File: src/sv/gws_ram.sv
// Generic simple dual-port RAM: one write port, one registered read port.
// No dependencies.
module gws_ram #(
	parameter int WIDTH = 8,
	parameter int DEPTH = 64
) (
	input  logic                                   clk,
	input  logic                                   we,
	input  logic [(DEPTH > 1 ? $clog2(DEPTH) : 1)-1:0] waddr,
	input  logic [WIDTH-1:0]                       wdata,
	input  logic [(DEPTH > 1 ? $clog2(DEPTH) : 1)-1:0] raddr,
	output logic [WIDTH-1:0]                       rdata
);

	logic [WIDTH-1:0] mem_q [DEPTH];
	logic [WIDTH-1:0] rdata_q;

	always_ff @(posedge clk) begin
		if (we) begin
			mem_q[waddr] <= wdata;
		end
		rdata_q <= mem_q[raddr];
	end

	assign rdata = rdata_q;

endmodule

File: config.mk
export PLATFORM = sky130hd
export DESIGN_NAME = gws_ram
export DESIGN_NICKNAME = d
export VERILOG_FILES = /design/src/sv/gws_ram.sv
export SDC_FILE = /design/constraint.sdc
export NUM_CORES = 1
export LEC_CHECK = 0
export ABC_AREA = 1
export BUFFER_PORTS_ARGS = -buffer_cell sky130_fd_sc_hd__buf_2
export CORE_ASPECT_RATIO = 1.5
export CORE_MARGIN = 10
export CORE_UTILIZATION = 36
export DETAILED_ROUTE_END_ITERATION = 7
export PLACE_DENSITY_LB_ADDON = 0.1
export REMOVE_ABC_BUFFERS = 1
export SLEW_MARGIN = 20
export SYNTH_ARGS = -nofsm -noshare
export SYNTH_HDL_FRONTEND = slang
export SYNTH_SLANG_ARGS = --single-unit
File: constraint.sdc
create_clock -name clk -period 2.6 [get_ports clk]
set_clock_uncertainty 0.05 [all_clocks]
set_input_delay 0.52 -clock clk [delete_from_list [all_inputs] [get_ports clk]]
set_output_delay 0.52 -clock clk [all_outputs]
set_load 0.03 [all_outputs]
==> flow_summary_export.csv, run 1 <==
group,metric,value,unit
run_status,status,"complete, no violations",
worst_setup_path,start_kind,"input port",
clocking,clock_latency,580,ps
power_and_ir_drop,swShare,0.228,
worst_setup_path,arrival,2310,ps
yosys,synth_top_cell_by_area,"edfxtp_1",
yosys,synthArstFlopShare,0,
sta,max_freq,0.543,GHz
yosys,syn_area_per_cell,11.8,um^2
clocking,cts.sinks,520,
power_and_ir_drop,combinationalPowerShare,0.068,
detailed_routing,via_count,13500,
yosys,yosys-top-cells-count,"648 x nand2_1, 512 x edfxtp_1, 439 x nand3_1",
clocking,htreeDepth,2,
power_and_ir_drop,power_frac_clock,0.405,
power_and_ir_drop,p_per_area,725,nW/um^2
sta,holdWs,269,ps
sta,layout_min_cycle_time,1840,ps
clocking,cts_hold_buffers,0,
yosys,synth.most_common_cell,"nand2_1",
worst_setup_path,critPathMaxFanout,77,
clocking,ctsResizeCount,0,
worst_setup_path,path_delay_family,"simple AND/OR/NAND/NOR gates",
power_and_ir_drop,seqPwrFrac,0.526,
finish,syn_to_final_growth,14.1,%
clocking,cts-root-buf,"clkbuf_16",
yosys,synth.cell_area,21300,um^2
detailed_routing,first_iter_violations,955,
clocking,cts_made_buffers,50,
place,io_buffers,29,
floorplanning,core_region_area,58800,um^2
floorplanning,dieArea,69600,um^2
global_routing,grtUsageTotal,0.172,
min_path,holdPathStages,3,
yosys,ys_types,16,
sta,setup_viol,0,
yosys,synth_cells,1805,
sta,fin_crit_sh,0.709,
yosys,synth_warnings,0,
global_routing,grt_start_max_net_pins,80,
finish,antenna_cells,0,
worst_setup_path,max_stage_delay,310,ps
place,dp_hpwl,36.6,mm
power_and_ir_drop,switchingPower,0.00402,W
clocking,tritoncts,"yes",
power_and_ir_drop,internal_power,0.0136,W
detailed_routing,ant_nets,0,
global_routing,antenna_found_initial,1,
floorplanning,io_pins,30,
worst_setup_path,crit_chain,"clkbuf_8 -> inv_6 -> buf_12 -> nand2_1 -> nand3_1 -> nand3_1 -> nand2_1 -> nand2_1 -> nand3_1 -> nand3_1 -> nand2_1",
worst_setup_path,crit_path_end_kind,"flip-flop",
yosys,synth_ff_type,"edfxtp_1",
global_routing,grt_pass1_wl,89.9,mm
place,globalplace.congestion,0.819,
sta,slew_headroom,0.486,
floorplanning,die_h,318,um
yosys,netlist_top_cells_area,"edfxtp_1 72%, nand2_1 11%, nand3_1 10%, buf_6 1.8%, nor2_1 0.99%",
clocking,post_cts_buffers,0,
yosys,synth-edff-count,512,
worst_setup_path,r2r_cells,8,
finish,drive_gt1_frac,0.109,
worst_setup_path,critPathRequiredTime,3060,ps
yosys,synth.yosys.seq_area_share,0.728,
global_routing,grt.overflow.total,0,
worst_setup_path,cp_slowest_cell,"buf_12",
clocking,path_clk_slew,60,ps
worst_setup_path,path_depth,11,
detailed_routing,wl,60.6,mm
power_and_ir_drop,ir_drop,0.416,mV
sta,worstMarginPinSlew,768,ps
detailed_routing,drt-pass1-iter-count,5,
worst_setup_path,critPathKind,"input port to flip-flop",
sta,rsz0062_at_grt,"no",
worst_setup_path,cp_num_buf_inv,3,
detailed_routing,drt-vias-per-instance,5.01,
finish,nets,1907,
sta,tns,0,ps
min_path,min_path_type,"input port to flip-flop",
yosys,ys_seq_elements,520,
clocking,clock_path_buffers,3,
power_and_ir_drop,leakagePower,8.82,nW
floorplanning,start_util,0.363,
job,cap_violations,0,
yosys,synth_top_area_share,0.720,
detailed_routing,drcViolationCount,0,
floorplanning,placementRows,109,
finish,fill_cells,5603,
detailed_routing,wl_per_cell,22.4,um
sta,report.final.slew_viol_count,0,
global_routing,grt_pass1_vias,13600,
power_and_ir_drop,total_power,0.0177,W
floorplanning,die_w,219,um
sta,finalHoldViolations,0,
## final cells by class
class | count | area [um^2] | area share
clock buffers | 67 | 1360 | 0.0557
clock inverters | 25 | 220 | 0.00904
inverters | 12 | 52.6 | 0.00216
multi-input cells | 1160 | 4950 | 0.203
flip-flops and latches | 520 | 15500 | 0.638
well taps | 777 | 972 | 0.0399
repair buffers | 141 | 1270 | 0.0522
## power by group through the flow
stage                     logic (W)  clock network, W  registers [W]
after floorplan            0.000468                 0        0.00950
after global placement      0.00124                 0        0.00948
after detailed placement    0.00124                 0        0.00948
after CTS                   0.00124           0.00734        0.00930
after global routing        0.00133           0.00765        0.00930
final                       0.00121           0.00716        0.00930
## registers in the layout (all words and copies together), names as in the netlist
signal  count
mem_q     512
rdata       8
## cells in the final DEF (no fill, tap or decap), types with 12 or more instances in the layout
master,n
buf_4,91
clkbuf_16,51
edfxtp_1,512
nand2_1,648
nand3_1,439
nor2_1,56
clkbuf_1,14
buf_2,27
clkinv_1,12
buf_12,22
## per-layer routing
layer  vias up  wire, um  part of all wire  global-route usage
li1       6507         -                 -                   -
met2       280     31300              0.52               0.300
met1      6663     25000              0.41               0.213
met5         -        12           0.00020                   0
met3        92      2050             0.034              0.0179
met4         2      2240             0.037              0.0677
## kinds of logic (layout without fill, tap and decap cells)
group / count (synthesis) / after routing / share of synthesized area
buf+inv: 125 / 245 / 0.0402
simple gates: 1160 / 1160 / 0.232
flops: 520 / 520 / 0.728
## path summary, 6_finish.rpt
check / start / endpoint / slack (ps)
max: raddr[0] / rdata[1]$_DFF_P_ / 760
min: raddr[5] / rdata[5]$_DFF_P_ / 270
max reg2reg: mem_q[21][1]$_DFFE_PP_ / rdata[1]$_DFF_P_ / 1090
min reg2reg: mem_q[46][5]$_DFFE_PP_ / rdata[5]$_DFF_P_ / 750
## worst register-to-register path, delay by kind of cell, from the launching register on
kind	cells	cell delay, ps
AND/OR/NAND/NOR	8	1010
flip-flops	1	370
## per-stage QoR
step	setup WS (ps)	util	instances	cell area [um^2]
detailed placement	176	0.388	2610	22800
global route	723	0.414	2702	24400
floorplan	-487	-	1692	20500
global placement	202	0.388	2610	22800
finish	757	0.414	2702	24400
CTS	760	0.414	2702	24400
(Power assumes the default switching activity.)
==> run 2: changes to the inputs <==
Clock period 2.6 ns to 1.5 ns, I/O delays scaled along.
==> run 2 against run 1 <==
Against the previous run:
- power up 80%
- count of clock-buffer cells in the layout down 1
- hold slack worse by 190 ps
- first-iteration DRC count up 13%
- global-route usage up 0.20 points
- largest power group unchanged
- highest routed layer is now met4
==> flow_summary_export.csv, run 2 (same netlist as run 1, synthesis figures left out) <==
group,metric,value,unit
finish,drive_gt1_frac,0.151,
clocking,cts_made_buffers,50,
clocking,cts-root-buf,"clkbuf_16",
worst_setup_path,critPathKind,"flip-flop to output port",
sta,max_freq,0.685,GHz
clocking,path_clk_slew,60,ps
worst_setup_path,critPathMaxFanout,1,
sta,fin_ws,40.2,ps
worst_setup_path,path_delay_family,"flip-flops",
sta,rsz0062_at_grt,"yes",
detailed_routing,drt-vias-per-instance,4.98,
sta,report.final.slew_viol_count,0,
worst_setup_path,cp-endpoint,"rdata[2]",
run_status,status,"complete, no violations",
clocking,htreeDepth,2,
worst_setup_path,max_stage_delay,380,ps
global_routing,grtUsageTotal,0.174,
finish,nets,1988,
detailed_routing,ant_nets,0,
finish,stdcell_area,25400,um^2
sta,slew_headroom,0.744,
sta,worstMarginPinSlew,383,ps
place,io_buffers,29,
detailed_routing,drcViolationCount,0,
finish,mostFrequentLayoutCells,"648 x nand2_1, 512 x edfxtp_1, 438 x nand3_1, 152 x buf_4, 56 x nor2_1",
finish,largest_reg_flops,512,
power_and_ir_drop,ir_drop,0.753,mV
global_routing,grt.overflow.total,0,
min_path,min_path_type,"input port to flip-flop",
floorplanning,io_pins,30,
finish,fill_cells,5483,
sta,finalHoldViolations,0,
finish,top_register,"mem_q",
finish,final_common_cell,"nand2_1",
floorplanning,die_w,219,um
detailed_routing,drt-pass1-iter-count,5,
worst_setup_path,timing.rr.end,"rdata[6]$_DFF_P_",
detailed_routing,first_iter_violations,1081,
sta,setup_viol,0,
clocking,clock_path_buffers,3,
worst_setup_path,r2r_slack,110,ps
detailed_routing,wl_per_cell,21.7,um
place,placed_cell_area,23600,um^2
global_routing,grt_pass1_vias,14100,
worst_setup_path,path_depth,1,
sta,tns,0,ps
worst_setup_path,arrival,1110,ps
worst_setup_path,crit_start,"rdata[2]$_DFF_P_",
worst_setup_path,r2r_start,"mem_q[55][6]$_DFFE_PP_",
detailed_routing,wl,60.5,mm
finish,utilization,0.432,
worst_setup_path,crit_chain,"buf_6",
worst_setup_path,cp_num_buf_inv,1,
finish,antenna_cells,0,
power_and_ir_drop,p_per_area,1250,nW/um^2
place,dp_hpwl,38.5,mm
place,pre_cts_slack,-520,ps
floorplanning,placementRows,109,
power_and_ir_drop,leakagePower,9.36,nW
place,place_inst,2688,
clocking,clock_latency,590,ps
worst_setup_path,r2r_cells,8,
sta,layout_min_cycle_time,1460,ps
worst_setup_path,cp_slowest_cell,"dfxtp_4",
floorplanning,dieArea,69600,um^2
worst_setup_path,start_kind,"flip-flop",
job,cap_violations,0,
finish,syn_to_final_growth,19.0,%
global_routing,grt_start_max_net_pins,65,
finish,layoutNonFillerInstCount,2783,
detailed_routing,via_count,13800,
clocking,cts.sinks,520,
floorplanning,die_h,318,um
floorplanning,core_region_area,58800,um^2
worst_setup_path,critPathRequiredTime,1150,ps
clocking,tritoncts,"yes",
global_routing,antenna_found_initial,0,
place,globalplace.congestion,0.831,
global_routing,grt_pass1_wl,90.9,mm
sta,fin_crit_sh,0.973,
floorplanning,start_util,0.363,
worst_setup_path,crit_path_end_kind,"output port",
==> run 2: what timing repair did <==
action,4_1_cts,5_1_grt
gates resized for setup,25,1
buffers inserted,0,0
setup endpoints to repair,8,2
hold buffers,3,0
pin swaps,0,0
hold endpoints to repair,9,0
==> run 2: area by class of cell <==
type	instances	area (um^2)	share of cell area
sequential	520	15500	0.612
clock inverter	26	328	0.0129
multi-input combinational	1160	4950	0.195
timing repair buffer	222	2150	0.0847
tap	777	972	0.0383
clock buffer	66	1390	0.0546
inverter	12	52.6	0.00207
==> run 2: through the flow <==
stage,total power [W],hold slack (ps)
after detailed placement,0.0188,526
after global routing,0.0328,65.3
final,0.0318,81.1
after global placement,0.0188,526
after floorplan,0.0173,349
after CTS,0.0321,60.0
==> run 2: where the power goes <==
| group | switching, W | leakage [nW] | internal, W |
|---|---|---|---|
| clock | 0.00544 | 0.830 | 0.00786 |
| combinational | 0.00158 | 3.85 | 0.000776 |
| sequential | 0.0000587 | 4.67 | 0.0161 |
==> run 2: how the worst min path moves through the flow <==
stage              from                endpoint  slack (ps)  depth (start not counted)
6_report       wdata[1]  mem_q[55][1]$_DFFE_PP_          80                          1
5_1_grt        wdata[1]  mem_q[55][1]$_DFFE_PP_          70                          1
4_1_cts        wdata[1]  mem_q[55][1]$_DFFE_PP_          60                          1
3_5_place_dp   wdata[0]  mem_q[54][0]$_DFFE_PP_         530                          1
3_3_place_gp   wdata[0]  mem_q[54][0]$_DFFE_PP_         530                          1
2_1_floorplan  wdata[0]   mem_q[0][0]$_DFFE_PP_         350                          0
==> run 2: routing by layer <==
layer | GRT usage | up-vias | part of all wire
met5 | 0 | - | 0
met4 | 0.0593 | 0 | 0.030
met3 | 0.0206 | 92 | 0.033
met2 | 0.307 | 238 | 0.52
met1 | 0.214 | 6859 | 0.42
li1 | - | 6659 | -
==> run 3: changes to the inputs <==
Settings changed: CORE_MARGIN 10 to unset, CTS_CLUSTER_DIAMETER set to 80.
==> run 3 against run 2 <==
Against the previous run:
- sequential power hardly changed
- largest cell class unchanged
- final cell count is 0.79% lower
- routed wire length is 0.16% lower
- maximum frequency is 0.71% lower
- setup slack worse by 10 ps
- flip-flop and latch count stayed put
- count of clock-buffer cells in the layout is 6 lower
- non-clock buffer count is 12 lower
- global-route usage is 2.7 points higher
- highest routed layer is now met5
- register-to-register slack worse by 50 ps
==> flow_summary_export.csv, run 3 (same netlist as run 1, synthesis figures left out) <==
group,metric,value,unit
floorplanning,placementRows,108,
worst_setup_path,start_kind,"flip-flop",
finish,largest_reg_flops,512,
finish,utilization,0.431,
detailed_routing,ant_nets,0,
worst_setup_path,max_stage_delay,360,ps
global_routing,antenna_found_initial,1,
sta,report.final.slew_viol_count,0,
clocking,clock_latency,580,ps
finish,mostFrequentLayoutCells,"648 x nand2_1, 512 x edfxtp_1, 435 x nand3_1, 145 x buf_4, 56 x nor2_1",
detailed_routing,via_count,13800,
finish,layoutNonFillerInstCount,2761,
place,io_buffers,29,
worst_setup_path,cp_num_buf_inv,1,
clocking,cts_made_buffers,49,
sta,setup_viol,0,
min_path,holdPathStages,3,
floorplanning,die_h,300,um
min_path,holdCritStartpoint,"raddr[5]",
detailed_routing,wl,60.4,mm
detailed_routing,drcViolationCount,0,
worst_setup_path,r2r_start,"mem_q[53][0]$_DFFE_PP_",
worst_setup_path,cp_slowest_cell,"dfxtp_1",
job,cap_violations,0,
global_routing,grtUsageTotal,0.201,
worst_setup_path,path_delay_family,"flip-flops",
detailed_routing,drt-pass1-iter-count,5,
finish,top_register,"mem_q",
detailed_routing,wl_per_cell,21.9,um
place,pre_cts_slack,-574,ps
detailed_routing,drt-vias-per-instance,5.01,
worst_setup_path,r2r_cells,8,
sta,finalHoldViolations,0,
global_routing,grt_pass1_vias,13800,
finish,syn_to_final_growth,17.6,%
worst_setup_path,critPathKind,"flip-flop to output port",
worst_setup_path,critPathRequiredTime,1150,ps
place,globalplace.congestion,0.858,
clocking,path_clk_slew,60,ps
sta,tns,0,ps
place,place_inst,2671,
finish,final_common_cell,"nand2_1",
floorplanning,start_util,0.366,
clocking,cts.sinks,520,
worst_setup_path,crit_path_end_kind,"output port",
power_and_ir_drop,ir_drop,0.784,mV
worst_setup_path,r2r_slack,60,ps
clocking,tritoncts,"yes",
finish,fill_cells,5445,
finish,drive_gt1_frac,0.145,
sta,fin_ws,29.7,ps
min_path,worstHoldEndpoint,"rdata[6]$_DFF_P_",
sta,slew_headroom,0.680,
run_status,status,"complete, no violations",
floorplanning,io_pins,30,
worst_setup_path,arrival,1120,ps
worst_setup_path,timing.rr.end,"rdata[0]$_DFF_P_",
power_and_ir_drop,leakagePower,9.23,nW
global_routing,grt_pass1_wl,89.8,mm
sta,fin_crit_sh,0.980,
place,dp_hpwl,38.3,mm
finish,antenna_cells,0,
sta,rsz0062_at_grt,"no",
clocking,clock_path_buffers,3,
global_routing,grt.overflow.total,0,
floorplanning,dieArea,60300,um^2
power_and_ir_drop,p_per_area,1220,nW/um^2
sta,max_freq,0.680,GHz
worst_setup_path,crit_chain,"buf_4",
finish,nets,1975,
clocking,htreeDepth,2,
global_routing,grt_start_max_net_pins,65,
clocking,cts-root-buf,"clkbuf_16",
min_path,min_path_type,"input port to flip-flop",
worst_setup_path,critPathMaxFanout,1,
floorplanning,core_region_area,58200,um^2
detailed_routing,first_iter_violations,929,
sta,worstMarginPinSlew,480,ps
floorplanning,die_w,201,um
sta,layout_min_cycle_time,1470,ps
==> run 3: cell count changes in the layout (fill, tap and decap cells not counted), moves of 4 or more <==
cell and delta:
clkinv_2 +6, dfxtp_1 +5, dfxtp_2 -4, buf_4 -7
bufinv_16 -5, buf_6 -5
==> run 3: area by class of cell <==
class,instances,area (um^2),area share
tap,770,963,0.0384
timing repair buffer,210,2050,0.0816
sequential,520,15500,0.619
inverter,12,60.1,0.00239
multi-input combinational,1160,4970,0.198
clock buffer,60,1310,0.0522
clock inverter,29,211,0.00843
==> run 3: per-stage QoR <==
| step | power [W] | area [um^2] | hold WS (ps) |
|---|---|---|---|
| 6_report | 0.0305 | 25100 | 61.7 |
| 5_1_grt | 0.0315 | 25100 | 72.6 |
| 4_1_cts | 0.0308 | 25000 | 18.1 |
| 3_5_place_dp | 0.0188 | 23500 | 633 |
| 3_3_place_gp | 0.0188 | 23500 | 635 |
| 2_1_floorplan | 0.0173 | 20500 | 349 |
==> run 3: worst min-delay path: cells and delay by family <==
kind                   cells  cell delay, ps
and+or+nand+nor            2             170
buffers and inverters      1             180
==> run 3: worst max-delay path by stage <==
| stage | startpoint | endpoint | slack (ps) | cells after the start |
|---|---|---|---|---|
| floorplan | raddr[1] | rdata[7]$_DFF_P_ | -1370 | 8 |
| global placement | raddr[0] | rdata[6]$_DFF_P_ | -570 | 11 |
| detailed placement | raddr[0] | rdata[6]$_DFF_P_ | -570 | 11 |
| CTS | rdata[0]$_DFF_P_ | rdata[0] | 10 | 1 |
| global route | raddr[0] | rdata[3]$_DFF_P_ | 1 | 12 |
| finish | rdata[7]$_DFF_P_ | rdata[7] | 30 | 1 |
==> run 3: where the power goes <==
group	leakage, nW	internal (W)	switching, W
registers	4.67	0.0161	0.0000429
clock network	0.752	0.00670	0.00536
logic	3.80	0.000739	0.00159
==> run 3: what timing repair did <==
item	CTS	global route
pin swaps	0	1
setup buffers	0	0
setup endpoints to repair	6	4
hold buffers	0	0
gates resized for setup	11	7
gates cloned	0	1
==> run 3: routing by layer <==
layer / wire, um / vias up / global-route usage
li1: - / 6638 / -
met5: 8 / - / 0
met2: 31400 / 280 / 0.362
met4: 1640 / 2 / 0.0662
met3: 2090 / 85 / 0.0215
met1: 25200 / 6834 / 0.252
