==> config.mk <==
export PLATFORM = sky130hd
export DESIGN_NAME = gws_walker
export DESIGN_NICKNAME = d
export VERILOG_FILES = /design/src/sv/gws_pkg.sv /design/src/sv/gws_walker.sv
export SDC_FILE = /design/constraint.sdc
export NUM_CORES = 1
export LEC_CHECK = 0
export BUFFER_PORTS_ARGS = -buffer_cell sky130_fd_sc_hd__buf_4
export CAP_MARGIN = 30
export CELL_PAD_IN_SITES_DETAIL_PLACEMENT = 1
export CELL_PAD_IN_SITES_GLOBAL_PLACEMENT = 2
export CORE_UTILIZATION = 34
export DETAILED_ROUTE_END_ITERATION = 8
export GPL_TIMING_DRIVEN = 0
export PLACE_DENSITY_LB_ADDON = 0.1
export RECOVER_POWER = 25
export SETUP_SLACK_MARGIN = 0.2
export SLEW_MARGIN = 10
export SYNTH_ARGS = -nofsm -noshare
export SYNTH_HDL_FRONTEND = slang
export SYNTH_SLANG_ARGS = --single-unit
==> constraint.sdc <==
create_clock -name clk -period 3.5 [get_ports clk]
set_input_delay 0.7 -clock clk [delete_from_list [all_inputs] [get_ports clk]]
set_output_delay 0.7 -clock clk [all_outputs]
set_load 0.01 [all_outputs]
==> src/sv/gws_pkg.sv <==
// Package for the eight-direction grid word search.
// Payload structs, action and register codes, direction step table.
// No dependencies.
package gws_pkg;

	// action codes of an input transaction
	localparam logic [1:0] ACT_CELL = 2'd0;
	localparam logic [1:0] ACT_WORD = 2'd1;
	localparam logic [1:0] ACT_TEST = 2'd2;

	// configuration register indexes
	localparam logic [1:0] REG_GRID_ROWS   = 2'd0;
	localparam logic [1:0] REG_GRID_COLS   = 2'd1;
	localparam logic [1:0] REG_WORD_LENGTH = 2'd2;

	localparam int NUM_DIRS = 8;

	// per-axis step kind of a direction
	localparam logic [1:0] STEP_ZERO  = 2'd0;
	localparam logic [1:0] STEP_PLUS  = 2'd1;
	localparam logic [1:0] STEP_MINUS = 2'd2;

	// order E W S N SE SW NE NW
	localparam logic [1:0] DIR_ROW_STEP [NUM_DIRS] = '{
		STEP_ZERO, STEP_ZERO, STEP_PLUS, STEP_MINUS,
		STEP_PLUS, STEP_PLUS, STEP_MINUS, STEP_MINUS
	};
	localparam logic [1:0] DIR_COL_STEP [NUM_DIRS] = '{
		STEP_PLUS, STEP_MINUS, STEP_ZERO, STEP_ZERO,
		STEP_PLUS, STEP_MINUS, STEP_PLUS, STEP_MINUS
	};

	typedef struct packed {
		logic [1:0] action;
		logic [5:0] row;
		logic [5:0] col;
		logic [5:0] word_index;
		logic [7:0] char_value;
	} gws_in_t;

	typedef struct packed {
		logic [5:0] start_row;
		logic [5:0] start_col;
		logic [7:0] match_mask;
		logic       any_match;
	} gws_out_t;

	// walker control from the sequencer
	typedef struct packed {
		logic load;
		logic step;
	} gws_walk_ctl_t;

endpackage

==> src/sv/gws_walker.sv <==
// Coordinate walker: running row/col positions and row bases for the eight
// directions, giving one grid address and one in-grid flag per direction.
// Depends on gws_pkg.
module gws_walker #(
	parameter int MAX_COLS = 64,
	parameter int PW       = 10,
	parameter int GAW      = 12
) (
	input  logic                  clk,
	input  logic                  arst_n,
	input  gws_pkg::gws_walk_ctl_t ctl,
	input  logic [5:0]            row,
	input  logic [5:0]            col,
	input  logic [GAW-1:0]        row_base,
	input  logic [PW-1:0]         rows_lim,
	input  logic [PW-1:0]         cols_lim,
	output logic [GAW-1:0]        addr [gws_pkg::NUM_DIRS],
	output logic [gws_pkg::NUM_DIRS-1:0] inb
);

	localparam logic [GAW-1:0] COL_STRIDE = GAW'(MAX_COLS);

	logic signed [PW-1:0] r0_q, rp_q, rm_q, c0_q, cp_q, cm_q;
	logic [GAW-1:0]       b0_q, bp_q, bm_q;

	// coordinates are payload; only the load/step decode matters
	always_ff @(posedge clk or negedge arst_n) begin
		if (!arst_n) begin
			r0_q <= '0;
			rp_q <= '0;
			rm_q <= '0;
			c0_q <= '0;
			cp_q <= '0;
			cm_q <= '0;
			b0_q <= '0;
			bp_q <= '0;
			bm_q <= '0;
		end else if (ctl.load) begin
			r0_q <= PW'(row);
			rp_q <= PW'(row);
			rm_q <= PW'(row);
			c0_q <= PW'(col);
			cp_q <= PW'(col);
			cm_q <= PW'(col);
			b0_q <= row_base;
			bp_q <= row_base;
			bm_q <= row_base;
		end else if (ctl.step) begin
			rp_q <= rp_q + PW'(1);
			rm_q <= rm_q - PW'(1);
			cp_q <= cp_q + PW'(1);
			cm_q <= cm_q - PW'(1);
			bp_q <= bp_q + COL_STRIDE;
			bm_q <= bm_q - COL_STRIDE;
		end
	end

	always_comb begin
		logic signed [PW-1:0] r_sel;
		logic signed [PW-1:0] c_sel;
		logic [GAW-1:0]       b_sel;
		for (int d = 0; d < gws_pkg::NUM_DIRS; d++) begin
			unique case (gws_pkg::DIR_ROW_STEP[d])
				gws_pkg::STEP_PLUS: begin
					r_sel = rp_q;
					b_sel = bp_q;
				end
				gws_pkg::STEP_MINUS: begin
					r_sel = rm_q;
					b_sel = bm_q;
				end
				default: begin
					r_sel = r0_q;
					b_sel = b0_q;
				end
			endcase
			unique case (gws_pkg::DIR_COL_STEP[d])
				gws_pkg::STEP_PLUS:  c_sel = cp_q;
				gws_pkg::STEP_MINUS: c_sel = cm_q;
				default:             c_sel = c0_q;
			endcase
			addr[d] = b_sel + GAW'(c_sel);
			inb[d]  = !r_sel[PW-1] && ($unsigned(r_sel) < rows_lim) &&
			          !c_sel[PW-1] && ($unsigned(c_sel) < cols_lim);
		end
	end

endmodule

==> results of run 1 <==
## placed cells by master, fill, tap and decap left out, types with 8 or more instances in the layout
| cell | netlist | final |
|---|---|---|
| o21a_1 | 10 | 10 |
| xor2_1 | 48 | 47 |
| dfrtp_1 | 82 | 58 |
| inv_1 | 51 | 47 |
| a21oi_1 | 39 | 37 |
| nor2b_1 | 14 | 14 |
| o21ai_0 | 57 | 48 |
| ha_4 | 0 | 12 |
| clkbuf_1 | 14 | 14 |
| a21o_1 | 30 | 26 |
| and3_1 | 12 | 12 |
| nor3_1 | 27 | 27 |
| nand3_1 | 16 | 16 |
| nor2_1 | 98 | 96 |
| nand2_1 | 63 | 63 |
| o21ai_1 | 3 | 8 |
| xnor2_1 | 52 | 49 |
| ha_1 | 113 | 97 |
| clkbuf_16 | 0 | 9 |
| dfrtp_2 | 0 | 24 |
| buf_4 | 18 | 191 |
| nand4_1 | 19 | 19 |
| a211oi_1 | 12 | 9 |
| nand2b_1 | 18 | 18 |
| mux2_2 | 21 | 21 |
## sequential cells by signal (all words and copies together) (netlist names), 7 cells and up
name	cells
b0_q	12
bm_q	11
bp_q	7
cm_q	10
cp_q	10
rm_q	10
rp_q	10
## power by group through the flow
stage / clock, mW / combinational [mW] / sequential [mW]
finish: 0.901 / 2.40 / 1.22
global route: 0.949 / 2.64 / 1.23
CTS: 0.910 / 2.28 / 1.21
detailed placement: 0 / 2.16 / 1.23
global placement: 0 / 2.13 / 1.22
floorplan: 0 / 1.32 / 1.14
## per-layer routing
layer | GRT usage (%) | wire length, um | vias to the layer above
li1 | - | - | 3790
met1 | 32.7 | 13700 | 3821
met2 | 38.8 | 13500 | 152
met3 | 1.86 | 872 | 29
met4 | 7.17 | 588 | 0
met5 | 0 | 0 | -
## stage by stage
| stage | hold slack [ps] | instance area [um2] | cells | utilization [%] | power [mW] |
|---|---|---|---|---|---|
| after CTS | 393 | 10300 | 1452 | 43.8 | 4.40 |
| after global routing | 530 | 10800 | 1466 | 45.7 | 4.82 |
| final | 506 | 10800 | 1466 | 45.7 | 4.52 |
| after global placement | 486 | 9760 | 1419 | 41.3 | 3.35 |
| after floorplan | 404 | 8240 | 950 | - | 2.46 |
| after detailed placement | 493 | 9780 | 1420 | 41.4 | 3.39 |
## final timing paths
path | cells after the start | from | slack, ps | to
max in group asynchronous | 1 | arst_n | 540 | cm_q[5]
worst max register to register | 6 | cm_q[1] | 1320 | cm_q[5]
worst min-delay path | 1 | r0_q[0] | 510 | r0_q[0]
worst max-delay path | 8 | bm_q[0] | 150 | addr[70]
min in group asynchronous | 1 | arst_n | 1200 | cp_q[0]
worst min register to register | 1 | r0_q[0] | 510 | r0_q[0]
## worst register-to-register path: stages (launching register included)
cell and delay [ps]:
dfrtp_2 480, buf_4 180, nor3_1 300, nor3b_1 530, nand2_1 150, xnor2_1 150, mux2_2 260
## final cells by class
type                       count  area [um2]
clock inverter                 5        30.0
fill                        2825       12800
multi-input combinational    775        6200
sequential                    82        2080
clock buffer                  11         243
timing repair buffer         181        1390
tap                          319         399
buffer                        42         239
inverter                      51         196
## logic make-up (layout without fill, tap and decap cells)
logic type | count (synthesis) | in the layout | synth area share, %
compound gates | 223 | 223 | 19.1
xor+xnor | 100 | 100 | 10.6
fa+ha+maj | 118 | 118 | 18.4
buf+inv | 93 | 290 | 5.20
flops | 82 | 82 | 24.9
mux | 26 | 26 | 3.48
simple gates | 308 | 308 | 18.3
## what timing repair did
| action | in CTS | in global routing |
|---|---|---|
| setup buffers | 16 | 14 |
| pin swaps | 21 | 24 |
| gates resized for setup | 44 | 79 |
| setup endpoints to repair | 43 | 38 |
==> results.ini, run 1 <==
[timing]
hold_viol_final = 0
clock_skew_ps = 13.8
setup_viol = 0
fin_crit_ps = 3350
rsz0062_at_grt = yes
tightestPinTransition_ps = 2700
max_freq_ghz = 0.298
min_period_over_period_pct = 95.8
setup_ws_ps = 147
slew_violations = 44
slew_headroom_pct = -80.3
setup_tns_ps = 0

[grt]
grt_use_total_pct = 23.6
grt_pass1_vias = 7797
grt_pass1_wl_mm = 44.3
grt-ovfl-total = 0
antenna_found_initial = 0
grt_max_degree = 45

[synth]
seq_area_frac_synth_pct = 24.9
synth-seq-cells = 82
netlist_area_um2 = 8240
synth_top_cell_by_area = dfrtp_1
synth-main-ff-cell = dfrtp_1
synth_edf_count = 0
synthMostInstantiatedCell = ha_1
async_flop_share_pct = 100
yosys.area.top_type_share_pct = 24.9
synth_cell_type_count = 66
ys_top_cells_by_count = 113 x ha_1, 98 x nor2_1, 82 x dfrtp_1, 63 x nand2_1, 57 x o21ai_0
ys_warn_count = 0
syn_nets = 1116
synth_top_cells_by_area = dfrtp_1 25%, ha_1 17%, xnor2_1 5.5%
syn_avg_cell_area_um2 = 8.67
synth_cells = 950

[power_and_ir_drop]
pwr-share-comb_pct = 53.2
pwr-share-seq_pct = 26.9
ir_drop_uv = 174
p_switching_mw = 1.77
p_leak_nw = 5.03
clkPwrFrac_pct = 19.9
power_density_nw_per_um2 = 420
p_int_mw = 2.75
p_sw_share_pct = 39.2

[worst_hold_path]
min_path_type = flip-flop to flip-flop

[clock_network]
htree_levels = 3
cts_sinks = 82
clk_pin_slew_ps = 70
cts_made_buffers = 9
cts_tree = yes
postCtsHoldBufs = 0
clock_latency_ps = 350
cts.path.max_buffers = 2
root_buffer = clkbuf_16

[setup_path]
critPathTopFamily = compound AO/OA/AOI/OAI gates
arrival_ps = 2650
cp_slowest_stage_delay_ps = 490
critPathKind = flip-flop to output port
cp-start-kind = flip-flop
crit_buf_inv = 1
cp_common_cell = a21o_4
critPathSlowestCell = dfrtp_2
crit_required_ps = 2800
cp_max_fo = 7
endpoint_kind = output port
path_cells = ha_4, fa_2, a21o_1, a21o_4, a21o_4, nor4bb_1, or3_1, buf_6

[floorplan]
die_y_um = 158
core_um2 = 23600
io-pin-count = 152
die-area_um2 = 24900
die_w_um = 158
start_util_pct = 34.9
rows = 56

[placed_design]
dp_slack_ps = 179
portBuffers = 150
dpl.hpwl_mm = 22.4
routabilityCongestion = 0.812

[finish]
layout-drive-gt1-share_pct = 30.0
num-nets-final = 1308
diodes = 0
area_delta_synth_final_pct = 30.9

[route]
firstDrtPassIters = 4
drt_iter0_drc = 246
vias = 7792
viasPerCell = 5.32
wl_per_cell_um = 19.6
wirelength_mm = 28.7
drtAntennaViolNets = 0
post-route-drc-count = 0

[run_status]
violations = max-capacitance violations, max-slew violations
status = finished with violations

[job]
maxCapViolCount = 1

(Power assumes the default switching activity.)
==> run 2, diff against run 1 <==
--- a/config.mk
+++ b/config.mk
@@ -9,12 +9,13 @@
 export CAP_MARGIN = 30
 export CELL_PAD_IN_SITES_DETAIL_PLACEMENT = 1
 export CELL_PAD_IN_SITES_GLOBAL_PLACEMENT = 2
-export CORE_UTILIZATION = 34
+export CORE_UTILIZATION = 35
+export CTS_BUF_LIST = sky130_fd_sc_hd__clkbuf_8
 export DETAILED_ROUTE_END_ITERATION = 8
-export GPL_TIMING_DRIVEN = 0
 export PLACE_DENSITY_LB_ADDON = 0.1
 export RECOVER_POWER = 25
 export SETUP_SLACK_MARGIN = 0.2
+export SKIP_CTS_REPAIR_TIMING = 1
 export SLEW_MARGIN = 10
 export SYNTH_ARGS = -nofsm -noshare
 export SYNTH_HDL_FRONTEND = slang
==> run 2 against run 1 <==
  * Flip-flop and latch count is the same
  * Non-clock buffer count shrank 20
  * Register-to-register slack gained 170 ps
  * Largest cell class unchanged
  * Fmax grew 0.30%
  * The run still ends with max-capacitance violations, max-slew violations left
==> results.ini, run 2 (synthesis results as in run 1) <==
[run_status]
status = finished with violations
violations = max-capacitance violations, max-slew violations

[clock_network]
cts_sinks = 82  ; unchanged
cts_tree = yes
clock_latency_ps = 390  ; +40 ps
cts.path.max_buffers = 2  ; unchanged
clk_pin_slew_ps = 80  ; about the same
cts_made_buffers = 9  ; unchanged
root_buffer = clkbuf_8
htree_levels = 3  ; unchanged

[timing]
slew_headroom_pct = -23.6  ; +57 points
min_period_over_period_pct = 95.5  ; -0.29 points
setup_tns_ps = 0  ; unchanged
rsz0062_at_grt = yes
fin_crit_ps = 3340  ; -10.0 ps
clock_skew_ps = 13.4  ; -0.392 ps
setup_ws_ps = 157  ; +10.0 ps
slew_violations = 110  ; +150%
max_freq_ghz = 0.299  ; +0.30%
holdWs_ps = 502  ; -4.00 ps
setup_viol = 0  ; unchanged
tightestPinTransition_ps = 1850  ; -850 ps
hold_viol_final = 0  ; unchanged

[grt]
grt_pass1_vias = 7603  ; -2.5%
grt-ovfl-total = 0  ; unchanged
grt_use_total_pct = 22.4  ; -1.2 points
grt_max_degree = 66  ; +47%
antenna_found_initial = 1  ; +1
grt_pass1_wl_mm = 41.6  ; -6.0%

[setup_path]
crit_required_ps = 2800  ; about the same
cp-start-kind = flip-flop
cp_slowest_stage_delay_ps = 450  ; -40 ps
reg2reg_to = cm_q[5]
cp_max_fo = 4  ; -3
r2r_slack_ps = 1490  ; +170 ps
critPathKind = flip-flop to output port
endpoint_kind = output port
path_cells = ha_2, fa_2, a21o_4, a2111oi_4, buf_4, o21bai_1, xor2_1, buf_4
cp_common_cell = buf_4
arrival_ps = 2640  ; about the same
worstSetupPathDepth = 8  ; unchanged
critPathTopFamily = compound AO/OA/AOI/OAI gates
rr_worst_depth = 6  ; unchanged
critPathSlowestCell = dfrtp_2
crit_buf_inv = 2  ; +1
regToRegStartpoint = cm_q[1]

[worst_hold_path]
min_path_type = flip-flop to flip-flop
min_to = r0_q[0]
hold_depth = 1  ; unchanged
hold_start = r0_q[0]

[floorplan]
die_w_um = 155  ; -1.4%
die-area_um2 = 24200  ; -2.8%
rows = 55  ; -1.8%
die_y_um = 155  ; -1.4%
core_um2 = 22800  ; -3.2%
start_util_pct = 36.1  ; +1.2 points
io-pin-count = 152  ; unchanged

[placed_design]
dpl.hpwl_mm = 21.1  ; -5.8%
dp_slack_ps = 248  ; +69.7 ps
portBuffers = 151  ; +0.67%
routabilityCongestion = 0.800  ; -1.4%

[route]
drtAntennaViolNets = 0  ; unchanged
viasPerCell = 5.28  ; -0.63%
wl_per_cell_um = 18.7  ; -4.6%
vias = 7611  ; -2.3%
firstDrtPassIters = 4  ; unchanged
wirelength_mm = 26.9  ; -6.2%
post-route-drc-count = 0  ; unchanged
drt_iter0_drc = 216  ; -12%

[job]
maxCapViolCount = 2  ; +1

[finish]
area_delta_synth_final_pct = 27.1
top_regs = b0_q x12, bm_q x11
layout-drive-gt1-share_pct = 28.7  ; -1.3 points
num-nets-final = 1288  ; -1.5%
nFillCells = 2707  ; -4.2%
largest_register_ffs = 12  ; unchanged
final_cell_mix = 197 x buf_4, 100 x ha_1, 98 x nor2_1
final_common_cell = buf_4
regMostFlops = b0_q

[power_and_ir_drop]
ir_drop_uv = 157  ; -9.8%
p_leak_nw = 4.96  ; -1.4%
power_density_nw_per_um2 = 407  ; -3.1%

run 2: layout make-up:
| cell class | count | area [um2] | area share [%] |
|---|---|---|---|
| Tap cell | 313 | 392 | 3.74 |
| Multi-Input combinational cell | 775 | 6060 | 57.8 |
| Inverter | 51 | 191 | 1.83 |
| Sequential cell | 82 | 2080 | 19.8 |
| Clock buffer | 10 | 138 | 1.31 |
| Antenna cell | 1 | 2.50 | 0.0239 |
| Timing Repair Buffer | 203 | 1530 | 14.7 |
| Clock inverter | 6 | 81.3 | 0.777 |
run 2: layer usage:
layer	up-vias	global-route usage, %	wire [um]
met1	3717	29.7	12700
met5	-	0	0
met3	17	2.98	931
li1	3752	-	-
met2	125	38.2	13000
met4	0	5.65	321
run 2: worst max-delay path by stage:
stage | startpoint | end | slack [ps]
after detailed placement | rows_lim[7] | inb[2] | 250
after CTS | bm_q[0] | addr[34] | -170
after global placement | rows_lim[7] | inb[3] | 230
final | bm_q[0] | addr[20] | 160
after global routing | bm_q[0] | addr[70] | 50
after floorplan | cols_lim[7] | inb[0] | 570
run 2: where the power goes:
group	internal [mW]	switching, mW	total, mW	leakage (nW)
Clock	0.416	0.372	0.789	0.113
Combinational	1.12	1.16	2.28	3.87
Sequential	1.04	0.155	1.19	0.969
Total	2.57	1.68	4.26	4.96
run 2: through the flow:
| step | utilization, % | power [mW] | instances | cell area (um2) |
|---|---|---|---|---|
| detailed placement | 42.5 | 3.31 | 1394 | 9700 |
| global route | 45.8 | 4.55 | 1440 | 10500 |
| floorplan | - | 2.46 | 950 | 8240 |
| global placement | 42.5 | 3.28 | 1394 | 9700 |
| finish | 45.8 | 4.26 | 1441 | 10500 |
| CTS | 43.4 | 4.11 | 1410 | 9920 |
==> run 3, diff against run 2 <==
--- a/config.mk
+++ b/config.mk
@@ -12,7 +12,7 @@
 export CORE_UTILIZATION = 35
 export CTS_BUF_LIST = sky130_fd_sc_hd__clkbuf_8
 export DETAILED_ROUTE_END_ITERATION = 8
-export PLACE_DENSITY_LB_ADDON = 0.1
+export PLACE_DENSITY = 0.89
 export RECOVER_POWER = 25
 export SETUP_SLACK_MARGIN = 0.2
 export SKIP_CTS_REPAIR_TIMING = 1
==> run 3 against run 2 <==
  * The run still ends with max-capacitance violations, max-slew violations left
  * Via count rose by 1.4%
  * Register-to-register slack improved by 20 ps
  * Total power fell by 2.3%
  * Final cell count fell by 0.28%
  * Routed wire length rose by 0.55%
  * Sequential share of layout area barely moved
==> results.ini, run 3 (synthesis results as in run 1) <==
[run_status]
status = finished with violations
violations = max-capacitance violations, max-slew violations

[timing]
rsz0062_at_grt = yes
min_period_over_period_pct = 99.1  ; +3.6 points
fin_crit_ps = 3470  ; +126 ps
hold_viol_final = 0  ; unchanged
slew_violations = 38  ; -65%
setup_tns_ps = 0  ; unchanged
slew_headroom_pct = -49.3  ; -26 points
tightestPinTransition_ps = 2240  ; +385 ps
max_freq_ghz = 0.288  ; -3.6%
clock_skew_ps = 15.8  ; +2.40 ps
setup_viol = 0  ; unchanged
holdWs_ps = 518  ; +15.8 ps

[job]
maxCapViolCount = 1  ; -1

[setup_path]
regToRegStartpoint = cm_q[1]
r2r_slack_ps = 1510  ; +20 ps
cp_max_fo = 4  ; unchanged
arrival_ps = 2770  ; +130 ps
critPathKind = flip-flop to output port
cp-start-kind = flip-flop
endpoint_kind = output port
crit_required_ps = 2800  ; about the same
rr_worst_depth = 6  ; unchanged
reg2reg_to = cm_q[5]

[grt]
antenna_found_initial = 0  ; -1
met1_usage_pct = 27.8  ; -1.9 points
grt_max_degree = 91  ; +38%
grt_use_met2_pct = 37.6  ; -0.58 points
use_met3_pct = 2.45  ; -0.53 points
grt_most_used_layer = met2
grt_pass1_wl_mm = 40.9  ; -1.8%
grt_pass1_vias = 7838  ; +3.1%
grt-ovfl-total = 0  ; unchanged
grt_use_total_pct = 21.7  ; -0.69 points

[finish]
top_regs = b0_q x12, bm_q x11
final_cell_mix = 196 x buf_4, 99 x ha_1, 97 x nor2_1
nFillCells = 2701  ; -0.22%
area_delta_synth_final_pct = 27.2  ; about the same
utilization_pct = 45.8  ; about the same
seq_area_um2 = 2080  ; +0.24%
layout-drive-gt1-share_pct = 29.4  ; +0.70 points
regMostFlops = b0_q
num-nets-final = 1285  ; -0.23%
diodes = 0  ; -1
largest_register_ffs = 12  ; unchanged
final_common_cell = buf_4
multiInputGateArea_um2 = 6110  ; +0.95%

[power_and_ir_drop]
p_sw_share_pct = 41.3  ; +1.8 points
p_leak_nw = 4.94  ; -0.31%
power_density_nw_per_um2 = 397  ; -2.3%
p_int_mw = 2.44  ; -5.2%
pwr-share-comb_pct = 55.1  ; +1.6 points
ir_drop_uv = 153  ; -3.0%
pwr-share-seq_pct = 28.9  ; +0.9 points
p_switching_mw = 1.72  ; +2.1%
clkPwrFrac_pct = 16.0  ; -2.5 points

[route]
wirelength_mm = 27.1  ; +0.55%
drtAntennaViolNets = 0  ; unchanged
post-route-drc-count = 0  ; unchanged
firstDrtPassIters = 5  ; +1
wl_per_cell_um = 18.8  ; +0.83%
vias = 7716  ; +1.4%
viasPerCell = 5.37  ; +1.7%
drt_iter0_drc = 364  ; +69%

[clock_network]
clock_latency_ps = 380  ; about the same
root_buffer = clkbuf_8
cts_made_buffers = 9  ; unchanged
cts_tree = yes
cts_sinks = 82  ; unchanged
cts.path.max_buffers = 2  ; unchanged
htree_levels = 3  ; unchanged
clk_pin_slew_ps = 100  ; +20 ps

[floorplan]
die_w_um = 155  ; unchanged
die-area_um2 = 24200  ; unchanged
die_y_um = 155  ; unchanged
rows = 55  ; unchanged
io-pin-count = 152  ; unchanged
core_um2 = 22800  ; unchanged
start_util_pct = 36.1  ; unchanged

[placed_design]
dpl.hpwl_mm = 20.6  ; -2.3%
routabilityCongestion = 0.852  ; +6.4%
portBuffers = 151  ; unchanged

[worst_hold_path]
hold_depth = 1  ; unchanged
min_to = r0_q[0]
hold_start = r0_q[0]
min_path_type = flip-flop to flip-flop

==> run 3: through the flow <==
step | power, mW | setup slack, ps | cells | area [um2]
2_1_floorplan | 2.46 | 566 | 950 | 8240
3_3_place_gp | 3.25 | 293 | 1390 | 9670
3_5_place_dp | 3.29 | 250 | 1390 | 9670
4_1_cts | 3.97 | -159 | 1406 | 9850
5_1_grt | 4.43 | 1.69 | 1437 | 10500
6_report | 4.16 | 30.7 | 1437 | 10500
==> run 3: final cells by class <==
type | instances | share of cell area [%]
Tap cell | 313 | 3.74
Multi-Input combinational cell | 775 | 58.4
Timing Repair Buffer | 200 | 14.5
Clock inverter | 6 | 0.394
Clock buffer | 10 | 1.31
Sequential cell | 82 | 19.9
Inverter | 51 | 1.83
==> run 3: power groups by stage <==
| stage | clock network, mW | logic, mW | registers, mW |
|---|---|---|---|
| after global routing | 0.711 | 2.50 | 1.22 |
| after detailed placement | 0 | 2.08 | 1.21 |
| after global placement | 0 | 2.04 | 1.21 |
| final | 0.664 | 2.29 | 1.20 |
| after floorplan | 0 | 1.32 | 1.14 |
| after CTS | 0.678 | 2.10 | 1.19 |
==> run 3: layer usage <==
layer / part of all wire, % / wire length, um
met1: 45 / 12100
met2: 49 / 13300
met3: 3.7 / 991
met4: 2.4 / 660
met5: 0 / 0
==> run 3: worst max-delay path: stages (launching register included) <==
cell	delay [ps]
dfrtp_2	490
ha_4	200
fa_2	420
a21o_4	260
a2111oi_4	380
o21ai_1	130
a21oi_2	190
xnor2_2	150
buf_4	150
==> run 3: worst max-delay path by stage <==
| stage | startpoint | slack (ps) | cells after the start | to |
|---|---|---|---|---|
| 2_1_floorplan | cols_lim[7] | 570 | 7 | inb[0] |
| 3_3_place_gp | rows_lim[7] | 290 | 9 | inb[2] |
| 3_5_place_dp | cols_lim[4] | 250 | 9 | inb[1] |
| 4_1_cts | cm_q[0] | -160 | 8 | addr[34] |
| 5_1_grt | bm_q[0] | 2 | 8 | addr[10] |
| 6_report | bm_q[0] | 30 | 8 | addr[22] |
